`src/sdmd_pkg.sv`:
```
// Package with the types, constants and helper functions of the motion detector.
`default_nettype none

package sdmd_pkg;

	// Number of pixel entries in the background stores; must be a power of two.
	localparam int FRAME_PIXELS = 65536;
	localparam int ADDR_W       = $clog2(FRAME_PIXELS);
	localparam int PIX_W        = 8;
	localparam int AMP_W        = 4;
	localparam int PROD_W       = PIX_W + AMP_W;
	localparam int CFG_IDX_W    = 2;
	localparam int CFG_DATA_W   = 8;

	// Reset values of the configuration registers.
	localparam logic [AMP_W-1:0] AMP_RESET     = 4'd3;
	localparam logic [PIX_W-1:0] VAR_MIN_RESET = 8'd1;
	localparam logic [PIX_W-1:0] VAR_MAX_RESET = 8'd254;
	localparam logic [PIX_W-1:0] PIX_MAX       = 8'hFF;

	typedef logic [ADDR_W-1:0] addr_t;
	typedef logic [PIX_W-1:0]  pix_t;

	// Register indexes of the configuration port.
	typedef enum logic [CFG_IDX_W-1:0] {
		CFG_AMPLIFICATION = 2'd0,
		CFG_VAR_MIN       = 2'd1,
		CFG_VAR_MAX       = 2'd2
	} cfg_idx_e_t;

	// Input word: one pixel with its frame address.
	typedef struct packed {
		logic [7:0]  pixel;
		logic [15:0] pixel_addr;
		logic        init_frame;
	} in_t;

	// Output word: motion flag and absolute difference.
	typedef struct packed {
		logic       motion;
		logic [7:0] abs_diff;
	} out_t;

	// Configuration register set.
	typedef struct packed {
		logic [AMP_W-1:0] amplification;
		pix_t             var_min;
		pix_t             var_max;
	} cfg_t;

	// Moves a value one step toward its target, or leaves it when equal.
	function automatic pix_t step_toward(input pix_t cur, input pix_t target);
		pix_t res;
		if (cur < target) begin
			res = cur + 8'd1;
		end else if (cur > target) begin
			res = cur - 8'd1;
		end else begin
			res = cur;
		end
		return res;
	endfunction

	// Reduces a frame address to a store index (modulo the power-of-two depth).
	function automatic addr_t to_index(input logic [15:0] a);
		logic [31:0] ext;
		ext = 32'(a);
		return ext[ADDR_W-1:0];
	endfunction

endpackage

`default_nettype wire

```
`src/sdmd_var_stage.sv`:
```
// Variance update stage: step toward the scaled difference, clamp, motion compare.
`default_nettype none

module sdmd_var_stage import sdmd_pkg::*; (
	input  cfg_t cfg,
	input  logic init,
	input  pix_t var_old,
	input  pix_t prod_sat,
	input  pix_t abs_diff,
	output pix_t var_new,
	output logic motion
);

	pix_t stepped;
	pix_t upper;

	// Step the variance, then limit to var_max and raise to var_min (var_min wins); on init, load var_min.
	always_comb begin
		stepped = step_toward(var_old, prod_sat);
		upper   = (stepped > cfg.var_max) ? cfg.var_max : stepped;
		if (init) begin
			var_new = cfg.var_min;
		end else begin
			var_new = (upper < cfg.var_min) ? cfg.var_min : upper;
		end
		motion = !init && (abs_diff > var_new);
	end

endmodule

`default_nettype wire

```
`config.mk`:
```
export PLATFORM = sky130hd
export DESIGN_NAME = sdmd_var_stage
export DESIGN_NICKNAME = d
export VERILOG_FILES = /design/src/sdmd_pkg.sv /design/src/sdmd_var_stage.sv
export SDC_FILE = /design/constraint.sdc
export NUM_CORES = 1
export LEC_CHECK = 0
export ABC_AREA = 1
export BUFFER_PORTS_ARGS = -buffer_cell sky130_fd_sc_hd__buf_2
export CAP_MARGIN = 20
export CORE_MARGIN = 2
export CORE_UTILIZATION = 42
export DETAILED_ROUTE_END_ITERATION = 12
export PLACE_DENSITY = 0.68
export SYNTH_ARGS = -nofsm -noshare
export SYNTH_HDL_FRONTEND = slang
export SYNTH_SLANG_ARGS = --single-unit
```
`constraint.sdc`:
```
create_clock -name vclk -period 16.52
set_input_delay 2.478 -clock vclk [all_inputs]
set_output_delay 2.478 -clock vclk [all_outputs]
set_load 0.005 [all_outputs]
```
==> results.txt <==
In this run the worst path has a maximum fanout of 16. Dividing the detail-routed via count by the number of cells gives 4.68. The area growth from synthesis to final layout came out at 16.3%. Post-CTS timing repair inserted 0 buffers for setup. The site row count came out at 22. At the pin with the least slew margin, the transition time is between 400 and 500 ps.

The horizontal extent of the die came out at ~65 µm. In the synthesized netlist, the cells that appear most often are sky130_fd_sc_hd__nand2_1, sky130_fd_sc_hd__inv_1, sky130_fd_sc_hd__ha_1. The count of nets after finishing is 382.

In the final layout, the share of cells above drive strength 1 is 30.1%. The count of final max-slew check failures is 0. The static leakage is about 0.0011 µW. The footprint of the flip-flops and latches is 0 µm². The design has 0 sequential cells. The number of global-route vias before repair came out at about 1400.

The final routed DRC violation total is 0. The cell area that synthesis handed to floorplanning was 0.00158 mm². By area the synthesized netlist is led by sky130_fd_sc_hd__ha_1, sky130_fd_sc_hd__nand2_1, sky130_fd_sc_hd__inv_1. In the final routed layout, each cell accounts on average for 8.71 µm. The wire length of the first global-routing pass is around 5400 µm. The period utilization is 59.3%. The dominant cell by count in the synthesized netlist is sky130_fd_sc_hd__nand2_1.

The die height came out at 65.3 µm. The critical path's slowest cell is sky130_fd_sc_hd__or3_1. The worst voltage drop across the vdd grid is 17.3 µV. The overall global routing resource usage is 14.7%. Data on the critical path is required at its endpoint by around 14000 ps.

The remaining antenna violation count came out at 0. Synthesis produced 258 cells. The max capacitance violation total is 0. By startpoint and endpoint, the worst setup path is classified as input port to output pin.

The first detailed-routing pass ran for 4 iterations. Summing the sequential cell areas from Yosys gives 0% of the chip area. The maximum clock frequency is between 100 and 150 MHz.

The capturing element type of the critical path is an output pin. The area of the core is about 0.0036 mm². Prior to clock tree synthesis, the placed netlist has a worst setup slack of 6720 ps. Setup total negative slack on the finished layout was measured at 0 ps. The synthesized netlist net count is 336. Grouping stages by cell kind, the critical path spends the most delay in simple AND/OR/NAND/NOR gates. Entering global routing, the biggest net connects 18 pins. The layout has 0 clock buffers.

Setup repair after global routing left no endpoint under its margin. At the end of routability-driven placement, the weighted congestion stood at 0.807. The time the worst path needs with I/O delays and setup came out at 9790 ps. Yosys printed 0 warnings. The buffering stage count on the worst path with inverters included is 6. The worst slew margin relative to its limit came out at 67.0%. The mean post-synth cell area came out at 6.12 µm². The count of instances resized after the clock tree is built came out at 0. The share of the synthesized area in the top cell type came out at roughly a quarter. For this run, the slowest stage of the critical path takes between 300 and 400 ps. The HPWL after detailed placement came out at 2730 µm. The initial utilization of the core area, before any placement, comes to 43.4%. The run finished with clean final reports. Of all cell types, the one taking the most synthesized area is sky130_fd_sc_hd__ha_1. The hold buffer count at cts came out at 0.

Data arrives at the worst endpoint at 7310 ps. The total setup violations reported at the end of the flow came out at 0. The hold violation total from the final report was 0. The worst hold path belongs to the class input port to output pin.

The overflow left after global routing came out at 0. STA classifies the critical path startpoint as an input port. In this run, distinct cell masters in the synthesized netlist total 37. The initial antenna violation count is 0. The count of buffers added on input and output ports is 50. The detailed router finished its first iteration with 61 violations.

The via count of the routed design is 1639. The total die area came out at 0.00426 mm². The power after layout came out at approximately 97 µW. The boundary pin count came out at between 50 and 60. The number of antenna repair diodes is 0. The total power per unit cell area came out at 53.0 mW/mm². The final wirelength is 3050 µm. After layout, the worst setup slack is between 6000 and 7000 ps.
## layout make-up
class / count / area, µm²
fill: 390 / 1800
tap: 48 / 60.1
timing repair buffer: 50 / 250
multi-input combinational: 200 / 1330
inverter: 52 / 195
## cells in the final DEF, fill, tap and decap left out, types with 2 or more instances in the layout
cell type                  netlist  final
sky130_fd_sc_hd__nor2_2          2      2
sky130_fd_sc_hd__buf_2           2     50
sky130_fd_sc_hd__nand4_1         4      4
sky130_fd_sc_hd__nand2_1        65     65
sky130_fd_sc_hd__nand3_1        20     20
sky130_fd_sc_hd__o21ai_0         4      4
sky130_fd_sc_hd__o21ai_2         6      6
sky130_fd_sc_hd__nand2_4         3      3
sky130_fd_sc_hd__nor2_1         11     11
sky130_fd_sc_hd__inv_2           7      7
sky130_fd_sc_hd__nand2_2        15     15
sky130_fd_sc_hd__clkinv_1        3      3
sky130_fd_sc_hd__xor2_1          6      6
sky130_fd_sc_hd__a21oi_1        11     11
sky130_fd_sc_hd__ha_1           33     33
sky130_fd_sc_hd__o21ai_1         4      4
sky130_fd_sc_hd__inv_1          42     42
## path summary, 6_finish.rpt
path / start / slack, ps / end / depth (start not counted)
worst max-delay path: var_old[7] / 6730 / motion / 34
worst min-delay path: cfg[15] / 5230 / var_new[7] / 4
## metal layers
metal,part of all wire (%),track usage (%)
met1,46,17.0
met2,49,31.1
met3,4.6,0.342
met4,0,0
met5,0,0
## where the power goes
group          internal [µW]  switching (µW)
Clock                      0               0
Combinational           38.5            58.8
Sequential                 0               0
## logic make-up (layout without fill, tap and decap cells)
kind of cell / count (synthesis) / after routing / synth area share (%)
buf+inv: 58 / 102 / 15.7
simple gates: 127 / 127 / 39.7
compound gates: 32 / 32 / 13.0
fa+ha+maj: 33 / 33 / 26.2
xor+xnor: 8 / 8 / 5.39
## metrics by stage
| step | utilization (%) | instances | area [µm²] | hold WS, ps |
|---|---|---|---|---|
| after global routing | 50.5 | 350 | 1840 | 5250 |
| final | 50.5 | 350 | 1840 | 5230 |
| after CTS | 50.5 | 350 | 1840 | 5230 |
| after detailed placement | 50.5 | 350 | 1840 | 5230 |
| after global placement | 50.5 | 350 | 1840 | 5230 |
| after floorplan | - | 258 | 1580 | 5040 |
No activity file was read; power rests on OpenSTA's default activity.
